**config.mk**
```make
export PLATFORM = sky130hd
export DESIGN_NAME = status_field_base64_extractor
export DESIGN_NICKNAME = d
export VERILOG_FILES = /design/src/rtl/sfb64_pkg.sv /design/src/rtl/sfb64_core.sv /design/src/rtl/sfb64_outq.sv /design/src/rtl/status_field_base64_extractor.sv
export SDC_FILE = /design/constraint.sdc
export NUM_CORES = 1
export LEC_CHECK = 0
export ABC_AREA = 0
export BUFFER_PORTS_ARGS = -buffer_cell sky130_fd_sc_hd__clkbuf_2
export CORE_MARGIN = 2
export CORE_UTILIZATION = 56
export DETAILED_ROUTE_END_ITERATION = 16
export PLACE_DENSITY = 0.88
export SYNTH_ARGS = -nofsm -noshare
export SYNTH_HDL_FRONTEND = slang
export SYNTH_HIERARCHICAL = 1
export SYNTH_SLANG_ARGS = --single-unit
```
**constraint.sdc**
```tcl
create_clock -name i_clk -period 7.7 [get_ports i_clk]
set_input_delay 0.77 -clock i_clk [delete_from_list [all_inputs] [get_ports i_clk]]
set_output_delay 0.77 -clock i_clk [all_outputs]
set_load 0.05 [all_outputs]
```
**src/rtl/sfb64_pkg.sv**
```systemverilog
// Shared types and constants for the status-field base64 extractor.
// Used by every RTL file of the block; depends on nothing else.
`default_nettype none

package sfb64_pkg;

    // Most result beats one character can cause: three bytes and a summary.
    localparam int RES_MAX = 4;

    // Reset value of the status_size register.
    localparam logic [7:0] STATUS_SIZE_RST = 8'd64;

    typedef struct packed {
        logic [7:0] ch;
        logic       last;
    } t_in;

    typedef struct packed {
        logic       kind;
        logic [7:0] data_byte;
        logic       found;
        logic [7:0] byte_count;
        logic       run_end;
    } t_out;

    // All result beats produced by one character, in delivery order.
    typedef struct packed {
        logic [2:0]             cnt;
        t_out [RES_MAX-1:0]     res;
    } t_bundle;

endpackage

`default_nettype wire

```
**src/rtl/sfb64_core.sv**
```systemverilog
// Marker search, base64 group assembly and group decode for one character.
// Holds the per-string state; depends on sfb64_pkg.
`default_nettype none

module sfb64_core (
    input  logic               i_clk,
    input  logic               i_rst_n,
    input  logic               i_fire,
    input  sfb64_pkg::t_in     i_item,
    input  logic [7:0]         i_status_size,
    output sfb64_pkg::t_bundle o_bundle
);
    import sfb64_pkg::*;

    typedef enum logic [2:0] {
        PH_SEARCH = 3'b001,
        PH_DECODE = 3'b010,
        PH_DONE   = 3'b100
    } t_phase;

    localparam logic [7:0] CH_S     = 8'h53;
    localparam logic [7:0] CH_T     = 8'h54;
    localparam logic [7:0] CH_COLON = 8'h3A;
    localparam logic [7:0] CH_PAD   = 8'h3D;
    localparam logic [7:0] CH_PLUS  = 8'h2B;
    localparam logic [7:0] CH_SLASH = 8'h2F;

    // Returns {valid, sextet}.
    function automatic logic [6:0] sextet_of(input logic [7:0] c);
        logic [6:0] r;
        r = 7'd0;
        if (c >= 8'h41 && c <= 8'h5A) begin
            r = {1'b1, 6'(c - 8'h41)};
        end else if (c >= 8'h61 && c <= 8'h7A) begin
            r = {1'b1, 6'(c - 8'h61 + 8'd26)};
        end else if (c >= 8'h30 && c <= 8'h39) begin
            r = {1'b1, 6'(c - 8'h30 + 8'd52)};
        end else if (c == CH_PLUS) begin
            r = {1'b1, 6'd62};
        end else if (c == CH_SLASH) begin
            r = {1'b1, 6'd63};
        end
        return r;
    endfunction

    t_phase      r_phase, n_phase;
    logic [1:0]  r_mp, n_mp;
    logic [23:0] r_bits, n_bits;
    logic [3:0]  r_pads, n_pads;
    logic [1:0]  r_fill, n_fill;
    logic [7:0]  r_emit, n_emit;
    logic        r_str_end, n_str_end;

    logic        char_ok, fin;
    logic [7:0]  c;
    logic [6:0]  sx;
    t_phase      ph_a, ph_c;
    logic [1:0]  mp_a;
    logic [23:0] bits_a, bits_p;
    logic [3:0]  pads_a, pads_p;
    logic [2:0]  fill_a, fill_p;
    logic [1:0]  nbytes, emit_n;
    logic [7:0]  room, em_c;
    logic        closing;
    t_bundle     bun;

    always_comb begin
        c       = i_item.ch;
        char_ok = !r_str_end && (c != 8'd0);
        fin     = !r_str_end && ((c == 8'd0) || i_item.last);
        sx      = sextet_of(c);

        // Effect of the character itself.
        ph_a   = r_phase;
        mp_a   = r_mp;
        bits_a = r_bits;
        pads_a = r_pads;
        fill_a = {1'b0, r_fill};
        if (char_ok) begin
            case (r_phase)
                PH_SEARCH: begin
                    case (r_mp)
                        2'd0: mp_a = (c == CH_S) ? 2'd1 : 2'd0;
                        2'd1: mp_a = (c == CH_T) ? 2'd2 : ((c == CH_S) ? 2'd1 : 2'd0);
                        2'd2: mp_a = (c == CH_S) ? 2'd3 : 2'd0;
                        default: begin
                            if (c == CH_COLON) begin
                                ph_a = PH_DECODE;
                                mp_a = 2'd0;
                            end else if (c == CH_T) begin
                                mp_a = 2'd2;
                            end else if (c == CH_S) begin
                                mp_a = 2'd1;
                            end else begin
                                mp_a = 2'd0;
                            end
                        end
                    endcase
                end
                PH_DECODE: begin
                    if (sx[6] || (c == CH_PAD)) begin
                        bits_a = {r_bits[17:0], (sx[6] ? sx[5:0] : 6'd0)};
                        pads_a = r_pads | ({3'b000, !sx[6]} << r_fill);
                        fill_a = {1'b0, r_fill} + 3'd1;
                    end
                end
                default: ;
            endcase
        end

        // At the end of the string an open group is filled up with pads.
        bits_p = bits_a;
        pads_p = pads_a;
        fill_p = fill_a;
        if (fin && (ph_a == PH_DECODE)) begin
            case (fill_a)
                3'd1: begin
                    bits_p = {bits_a[5:0], 18'd0};
                    pads_p = pads_a | 4'b1110;
                    fill_p = 3'd4;
                end
                3'd2: begin
                    bits_p = {bits_a[11:0], 12'd0};
                    pads_p = pads_a | 4'b1100;
                    fill_p = 3'd4;
                end
                3'd3: begin
                    bits_p = {bits_a[17:0], 6'd0};
                    pads_p = pads_a | 4'b1000;
                    fill_p = 3'd4;
                end
                default: ;
            endcase
        end

        // Group decision: number of bytes, room check, end of decoding.
        closing = (fill_p == 3'd4);
        ph_c    = ph_a;
        em_c    = r_emit;
        emit_n  = 2'd0;
        case (pads_p)
            4'b0000: nbytes = 2'd3;
            4'b1000: nbytes = 2'd2;
            4'b1100: nbytes = 2'd1;
            default: nbytes = 2'd0;
        endcase
        room = (r_emit < i_status_size) ? (i_status_size - r_emit) : 8'd0;
        if (closing) begin
            if ({6'd0, nbytes} <= room) begin
                emit_n = nbytes;
                em_c   = r_emit + {6'd0, nbytes};
                if (nbytes != 2'd3) begin
                    ph_c = PH_DONE;
                end
            end else begin
                ph_c = PH_DONE;
            end
        end

        // Result beats: bytes first, then the summary.
        bun = '0;
        for (int i = 0; i < RES_MAX - 1; i++) begin
            bun.res[i].data_byte = bits_p[23 - 8*i -: 8];
        end
        if (fin) begin
            bun.res[emit_n]            = '0;
            bun.res[emit_n].kind       = 1'b1;
            bun.res[emit_n].found      = (ph_c != PH_SEARCH);
            bun.res[emit_n].byte_count = em_c;
        end
        bun.cnt = {1'b0, emit_n} + {2'b00, fin};
        for (int i = 0; i < RES_MAX; i++) begin
            bun.res[i].run_end = (3'(i) == (bun.cnt - 3'd1));
        end

        // Next state.
        n_str_end = r_str_end ? !i_item.last : ((c == 8'd0) && !i_item.last);
        if (fin) begin
            n_phase = PH_SEARCH;
            n_mp    = 2'd0;
            n_bits  = 24'd0;
            n_pads  = 4'd0;
            n_fill  = 2'd0;
            n_emit  = 8'd0;
        end else begin
            n_phase = ph_c;
            n_mp    = mp_a;
            n_emit  = em_c;
            if (closing) begin
                n_bits = 24'd0;
                n_pads = 4'd0;
                n_fill = 2'd0;
            end else begin
                n_bits = bits_a;
                n_pads = pads_a;
                n_fill = fill_a[1:0];
            end
        end
    end

    always_ff @(posedge i_clk) begin
        if (!i_rst_n) begin
            r_phase   <= PH_SEARCH;
            r_mp      <= 2'd0;
            r_bits    <= 24'd0;
            r_pads    <= 4'd0;
            r_fill    <= 2'd0;
            r_emit    <= 8'd0;
            r_str_end <= 1'b0;
        end else if (i_fire) begin
            r_phase   <= n_phase;
            r_mp      <= n_mp;
            r_bits    <= n_bits;
            r_pads    <= n_pads;
            r_fill    <= n_fill;
            r_emit    <= n_emit;
            r_str_end <= n_str_end;
        end
    end

    assign o_bundle = bun;

endmodule

`default_nettype wire

```
**src/rtl/sfb64_outq.sv**
```systemverilog
// Result register: holds one bundle of result beats and hands them out one per beat.
// Depends on sfb64_pkg.
`default_nettype none

module sfb64_outq (
    input  logic               i_clk,
    input  logic               i_rst_n,
    input  logic               i_load,
    input  sfb64_pkg::t_bundle i_bundle,
    input  logic               i_out_ready,
    output logic               o_out_valid,
    output sfb64_pkg::t_out    o_out_data,
    output logic               o_can_load
);
    import sfb64_pkg::*;

    t_out [RES_MAX-1:0] r_res;
    logic [2:0]         r_cnt;
    logic [1:0]         r_idx;
    logic               pop, pop_last;

    assign o_out_valid = (r_cnt != 3'd0);
    assign o_out_data  = r_res[r_idx];
    assign pop         = o_out_valid && i_out_ready;
    assign pop_last    = pop && ({1'b0, r_idx} == (r_cnt - 3'd1));
    assign o_can_load  = !o_out_valid || pop_last;

    always_ff @(posedge i_clk) begin
        if (!i_rst_n) begin
            r_cnt <= 3'd0;
            r_idx <= 2'd0;
        end else if (i_load) begin
            r_cnt <= i_bundle.cnt;
            r_idx <= 2'd0;
        end else if (pop_last) begin
            r_cnt <= 3'd0;
            r_idx <= 2'd0;
        end else if (pop) begin
            r_idx <= r_idx + 2'd1;
        end
    end

    always_ff @(posedge i_clk) begin
        if (i_load) begin
            r_res <= i_bundle.res;
        end
    end

endmodule

`default_nettype wire

```
**src/rtl/status_field_base64_extractor.sv**
```systemverilog
// Top level of the status-field base64 extractor: input register, status_size
// register, core and result register. Depends on sfb64_pkg, sfb64_core, sfb64_outq.
`default_nettype none

// The block takes a device-ID string one character per beat, with a last flag,
// finds the first "STS:" and decodes the base64 text after it into status bytes.
// Each character beat yields zero to four result beats: decoded bytes, and at the
// end of a string (last flag or zero byte) one summary beat with the found flag
// and the byte count; run_end marks the final result beat of a character.
// A character is taken in every cycle. It passes through an input register into
// the decode logic, and the results it causes are loaded as one bundle into the
// result register, which hands them out one per cycle while i_out_ready is high.
// A character that causes results waits in the input register until the previous
// bundle hands out its final beat, which may happen in the same cycle as the
// load; characters after a closing group cause no results while its bytes go out,
// so with i_out_ready high base64 text streams at one character per cycle.
// status_size is written through i_cfg_we and i_cfg_data, takes effect at the
// next group decision, and resets to 64. Reset is synchronous and active low.

module status_field_base64_extractor (
    input  logic            i_clk,
    input  logic            i_rst_n,
    input  logic            i_in_valid,
    output logic            o_in_ready,
    input  sfb64_pkg::t_in  i_in_data,
    output logic            o_out_valid,
    input  logic            i_out_ready,
    output sfb64_pkg::t_out o_out_data,
    input  logic            i_cfg_we,
    input  logic [7:0]      i_cfg_data
);
    import sfb64_pkg::*;

    // Input register: one character beat waiting for the decode logic.
    logic    r_in_valid;
    t_in     r_in;
    logic [7:0] r_size;

    t_bundle bundle;
    logic    can_load;
    logic    fire;
    logic    load;

    // A character with no results never waits for the result register.
    assign fire       = r_in_valid && ((bundle.cnt == 3'd0) || can_load);
    assign load       = fire && (bundle.cnt != 3'd0);
    assign o_in_ready = !r_in_valid || fire;

    always_ff @(posedge i_clk) begin
        if (!i_rst_n) begin
            r_in_valid <= 1'b0;
        end else if (o_in_ready) begin
            r_in_valid <= i_in_valid;
        end
    end

    always_ff @(posedge i_clk) begin
        if (o_in_ready && i_in_valid) begin
            r_in <= i_in_data;
        end
    end

    always_ff @(posedge i_clk) begin
        if (!i_rst_n) begin
            r_size <= STATUS_SIZE_RST;
        end else if (i_cfg_we) begin
            r_size <= i_cfg_data;
        end
    end

    sfb64_core u_core (
        .i_clk         (i_clk),
        .i_rst_n       (i_rst_n),
        .i_fire        (fire),
        .i_item        (r_in),
        .i_status_size (r_size),
        .o_bundle      (bundle)
    );

    sfb64_outq u_outq (
        .i_clk       (i_clk),
        .i_rst_n     (i_rst_n),
        .i_load      (load),
        .i_bundle    (bundle),
        .i_out_ready (i_out_ready),
        .o_out_valid (o_out_valid),
        .o_out_data  (o_out_data),
        .o_can_load  (can_load)
    );

    // The summary is always the final result beat of its character.
    a_summary_ends_run: assert property (@(posedge i_clk) disable iff (!i_rst_n)
        (o_out_valid && o_out_data.kind) |-> o_out_data.run_end)
        else $error("summary beat without run_end");

    // Nothing leaves the block in the cycle after reset.
    a_reset_empty: assert property (@(posedge i_clk)
        !i_rst_n |=> !o_out_valid)
        else $error("result beat valid right after reset");

    // A held character stays put until the decode logic takes it.
    a_in_hold: assert property (@(posedge i_clk) disable iff (!i_rst_n)
        (r_in_valid && !fire) |=> (r_in_valid && $stable(r_in)))
        else $error("held character lost or changed");

endmodule

`default_nettype wire

```
# Yosys cells after proc, flatten, opt, wreduce, memory -nomap -nowiden
# Index checks and enable logic that the tools add are counted.
[classes]
add_sub_neg = 12
n_lt_le_gt_ge = 11
n_eq_ne = 23
shift = 1
mux = 67
bitwise_logic = 4
n_reduce_logical = 38
[ops]
columns = ["op", "count"]
rows = [
  ["bitwise mux 76 bit", 3],
  ["demux 19 bit (select 2 bit)", 4],
  ["two-way mux 24 bit", 6],
  ["bitwise AND 56 x 76 -> 76 bit", 1],
  ["inverter 76 bit", 1],
  ["one-hot mux 24 bit (3 select lines)", 1],
  ["two-way mux 19 bit", 3],
  ["two-way mux 56 bit", 1],
  ["two-way mux 3 bit", 15],
  ["binary-select mux 19 bit (select 2 bit)", 1],
  ["two-way mux 7 bit", 5],
  ["== test 8 x 6 -> 1 bit, second input constant", 4],
  ["two-way mux 8 bit", 4],
  ["two-way mux 4 bit", 6],
  ["two-way mux 2 bit", 10],
  ["== test 8 x 7 -> 1 bit, second input constant", 2],
  ["greater-or-equal comparator 8 x 7 -> 1 bit, second input constant", 2],
  ["<= comparator 8 x 7 -> 1 bit, second input constant", 2],
  ["logical AND 1 bit", 13],
  ["== test 3 x 2 -> 1 bit, second input constant", 4],
  ["one-hot mux 2 bit (3 select lines)", 2],
  ["one-hot mux 4 bit (3 select lines)", 1],
  ["subtractor 6 bit, second input constant", 2],
  ["two-way mux 10 bit", 1],
  ["other kinds (42)", 62],
]
[totals]
register_bits = 143
in_bits = 22
out_inout_bits = 21
wordCells = 189

# Logic depth before layout (Yosys ltp)
[depth]
depth_word = 29
ltp_mapped = 32
ltp_nobuf = 27

# Modules after synthesis
# Netlist, hierarchy kept.
[by_module_without_submodules]
columns = ["mod", "instances", "cells_each", "area_each_um2", "seq_area_each_um2"]
rows = [
  ["sfb64_core", 1, 632, 4564.4, 880.8],
  ["sfb64_outq", 1, 135, 3067.9, 2382.3],
  ["status_field_base64_extractor", 1, 46, 651.9, 450.4],
]

# Least setup slack after synthesis
# OpenSTA, ideal clock, no wires.
[synth_path]
path_type = "reg2reg"
from = "reg r_in[3] in the netlist's numbering"
to = "reg u_outq.r_idx[0]"
setup_ns = 0.127
arrival_time_ns = 8.350
required_ns = 7.573
path_slack_ns = -0.777
stages_incl_launch_ff = 27
path_buffers = 4
period_less_slack_ns = 8.477
path_cell_list = "edfxtp_1 -> buf_6 -> inv_1 -> ha_1 -> and2_2 -> mux2i_2 -> a211o_1 -> a22oi_1 -> a41oi_1 -> or3_1 -> buf_2 -> inv_2 -> buf_2 -> ha_1 -> nor2b_1 -> a2bb2oi_1 -> o211ai_1 -> a211oi_1 -> a32oi_1 -> clkbuf_1 -> nand2_1 -> nor2_1 -> ha_1 -> nor3_2 -> nor2_1 -> nand2b_1 -> nor3_1"
[synth_rtl]
columns = ["item", "line", "source"]
rows = [
  ["start, declared", "status_field_base64_extractor.sv:36", "t_in r_in;"],
  ["start signal, assigned", "status_field_base64_extractor.sv:59", "r_in <= i_in_data;"],
  ["end signal, assigned", "sfb64_outq.sv:39", "r_idx <= r_idx + 2'd1;"],
  ["end, declared", "sfb64_outq.sv:19", "logic [1:0] r_idx;"],
]

==> reports/qor.csv <==
stage,metric,value,unit
status,status,"finished, final reports clean",
power_and_ir_drop,combinational share of power,0.080,
floorplanning,Starting Density,0.5722,
global_routing,first-pass GRT wire length,31010,um
synth,Unique masters post-synth,91,
placed_design,dpl ws,226.5,ps
drt,routed vias/inst,6.396,
floorplanning,die span in y,125.6,um
power_and_ir_drop,Final Total Pwr,1761,uW
global_routing,GR met2 Demand/Resource,0.3784,
drt,Detailed Routing Iterations Pass 1,6,
finish,# fillers,1101,
floorplanning,# IOs,43,
placed_design,post-DP HPWL,13220,um
clock_network,total CTS buffers,17,
clock_network,clock tree from TritonCTS,built,
floorplanning,number of cell rows,44,
setup_path,"most used cell, CP",ha_1,
global_routing,routing usage on met1,0.3410,
power_and_ir_drop,clock share of power,0.442,
synth,number of synthesized flops with an enable pin,85,
synth,Area contributors post-synth,"edfxtp_1 (31%), dfxtp_1 (14%), mux4_2 (5.2%)",
global_routing,grt total ovfl,0,
sta,max frequency,139.6,MHz
clock_network,"Clk Latency, worst-skew pair",430,ps
finish,# nets final,893,
drt,Via Count,6652,
finish,multi-input logic area,4224,um2
sta,final setup margin,538.2,ps
drt,DRT Wirelength,19270,um
synth,Mapped Cells,813,
clock_network,TritonCTS Sinks,143,
synth,synthesized area,8284,um2
sta,pin slew with the least headroom to its limit,1167,ps
sta,max-slew violation count,0,
setup_path,Crit Path Max Fanout,15,
finish,final design utilization,0.6333,
synth,Ys Warns,6,
power_and_ir_drop,Power Dens Cells,192.0,nW/um2
global_routing,Tot GR Track Use,0.2441,
sta,RSZ-0062 raised after global routing,false,
flow_run,max_cap viols,0,
setup_path,Worst EP arrival,7520,ps
power_and_ir_drop,switching share of total power,0.2478,
floorplanning,width of the chip,125.6,um
synth,post-synthesis sequential area ratio,0.4483,
clock_network,CTS Root Cell,clkbuf_16,
sta,TNS Setup,0,ps
sta,min cycle time layout,7162,ps
synth,Yosys reg bits,143,
global_routing,vias in the first global route,6056,
power_and_ir_drop,maximum VDD drop,0.1472,mV
global_routing,busiest grt layer,met2,
setup_path,CP Data Required Time,8060,ps
finish,antenna cells,0,
sta,Final Setup Violations,0,
worst_hold_path,Hold Crit Class,reg -> reg,
floorplanning,Die Area,15780,um2
synth,top_reg_cell synth,edfxtp_1,
setup_path,CP max stage cell,edfxtp_1,
setup_path,Setup crit end kind,flop,
drt,Wirelength per Cell,18.53,um
placed_design,Placer Congestion,0.9847,
power_and_ir_drop,Int Pwr,1325,uW
global_routing,routing usage on met3,0.06712,
synth,Synth top area share,0.3081,
placed_design,I/O Buffers,42,
sta,"Hold Vio Cnt, Final",0,
global_routing,initial antenna violation count,0,
synth,Avg Synthesized Cell Area,10.19,um2
power_and_ir_drop,Lkg Pwr,0.003215,uW
power_and_ir_drop,Net Sw Power,436.3,uW
synth,share of flip-flops with an asynchronous set or reset,0,
synth,dominant cell type by area after synthesis,edfxtp_1,
setup_path,crit path launch type,flop,
clock_network,CTS H-tree lvls,4,
drt,drt drc,0,
drt,DR iter-0 viols,775,
finish,layout cells sized above 1,0.1671,
drt,DRT antenna net count,0,
setup_path,WS Path Type,reg -> reg,
global_routing,largest net degree at the start of global routing,52,
sta,fin crit share,0.9301,
sta,Layout Skew,8.943,ps
clock_network,Clock Path Buffers,2,
sta,Slew headroom,0.2203,
power_and_ir_drop,Seq pwr share,0.478,
clock_network,Worst-path clk slew,60,ps
floorplanning,CORE AREA,14480,um2
setup_path,Crit path largest cell delay,510,ps
finish,FF/Latch Area,3714,um2
finish,area delta synth->final,10.69,%
-- power groups by stage --
stage               clock network (uW)  logic [uW]  registers [uW]
finish                             779         140             842
global route                       822         152             844
CTS                                785         136             842
detailed placement                   0         134             858
global placement                     0         133             856
floorplan                            0         109             852
-- stage by stage --
step	area, um2	instances	hold slack [ps]
after floorplan	8313	820	440.6
after global placement	8547	1006	453.7
after detailed placement	8547	1006	462.1
after CTS	9110	1038	469.7
after global routing	9170	1040	482.0
final	9170	1040	468.9
-- worst paths after layout --
check,from,end,slack [ps],cells past startpoint
worst max-delay path,r_in[3]$_DFFE_PP_,u_core/r_mp[0]$_SDFFE_PN0P_,540,27
worst min-delay path,u_core/r_pads[2]$_SDFFE_PN0P_,u_core/r_pads[2]$_SDFFE_PN0P_,470,2
worst max register to register,r_in[3]$_DFFE_PP_,u_core/r_mp[0]$_SDFFE_PN0P_,540,27
worst min register to register,u_core/r_pads[2]$_SDFFE_PN0P_,u_core/r_pads[2]$_SDFFE_PN0P_,470,2
-- cell usage after synthesis, drive strengths merged (8+ instances only) --
cell	number
nor2	90
edfxtp	85
dfxtp	58
nand2	57
a21oi	46
inv	31
nor3	31
o21ai	28
clkbuf	27
mux2i	27
ha	26
nand3	26
buf	25
a22oi	20
mux4	19
nor2b	14
a31oi	13
nand2b	12
nor4	12
or3	12
xnor2	12
and3	10
nor3b	8
-- sequential cells by signal (all words and copies together), names as in the netlist --
signal / count
r_size: 8
u_outq/r_idx: 2
u_core/r_fill: 2
u_core/r_str_end: 1
u_core/r_bits: 24
u_core/r_emit: 8
r_in_valid: 1
u_core/r_pads: 4
u_outq/r_cnt: 3
u_core/r_phase: 3
r_in: 9
u_outq/r_res: 76
u_core/r_mp: 2
-- metal layers --
layer	vias up	part of all wire
met5	-	0
met4	0	0.016
met3	39	0.089
met2	349	0.47
met1	3157	0.42
li1	3107	-
-- critical path: cells and delay by family, from the launching register on --
| kind | cells | cell delay [ps] |
|---|---|---|
| fa+ha+maj | 4 | 1100 |
| simple gates | 9 | 2580 |
| compound gates | 9 | 1930 |
| buf+inv | 4 | 840 |
| flops | 1 | 510 |
| mux | 1 | 110 |
-- layout by cell type (no fill, tap or decap), drive strengths merged, types with 8 or more instances in the layout --
cell	n
nor2	90
edfxtp	85
clkbuf	59
dfxtp	58
nand2	57
a21oi	46
inv	34
nor3	31
o21ai	28
mux2i	27
ha	26
nand3	26
a22oi	20
mux4	19
nor2b	14
a31oi	13
buf	13
xnor2	12
nand2b	12
or3	12
nor4	12
and3	10
conb	8
nor3b	8
clkinv	8
-- layout make-up --
type	instances	area share
multi-input cells	593	0.4606
repair buffers	55	0.03357
flip-flops and latches	143	0.4050
clock inverters	15	0.01501
clock buffers	17	0.04639
inverters	32	0.01378
well taps	184	0.02511
repair inverters	1	0.0005458
-- repair_timing --
action | in CTS | in global routing
setup buffers | 0 | 1
hold buffers | 0 | 0
gates resized for setup | 0 | 11
setup endpoints to repair | 0 | 15
-- kinds of logic after synthesis --
logic type | count (synthesis) | synth area share
AND/OR/NAND/NOR | 306 | 0.1930
buffers and inverters | 84 | 0.05090
multiplexers | 50 | 0.09062
flip-flops | 143 | 0.4483
other | 1 | 0.0004527
AO/OA/AOI/OAI | 183 | 0.1536
adder cells (fa/ha/maj) | 28 | 0.04410
XOR/XNOR | 18 | 0.01903
Note: power is estimated with default switching activity, not from simulation.
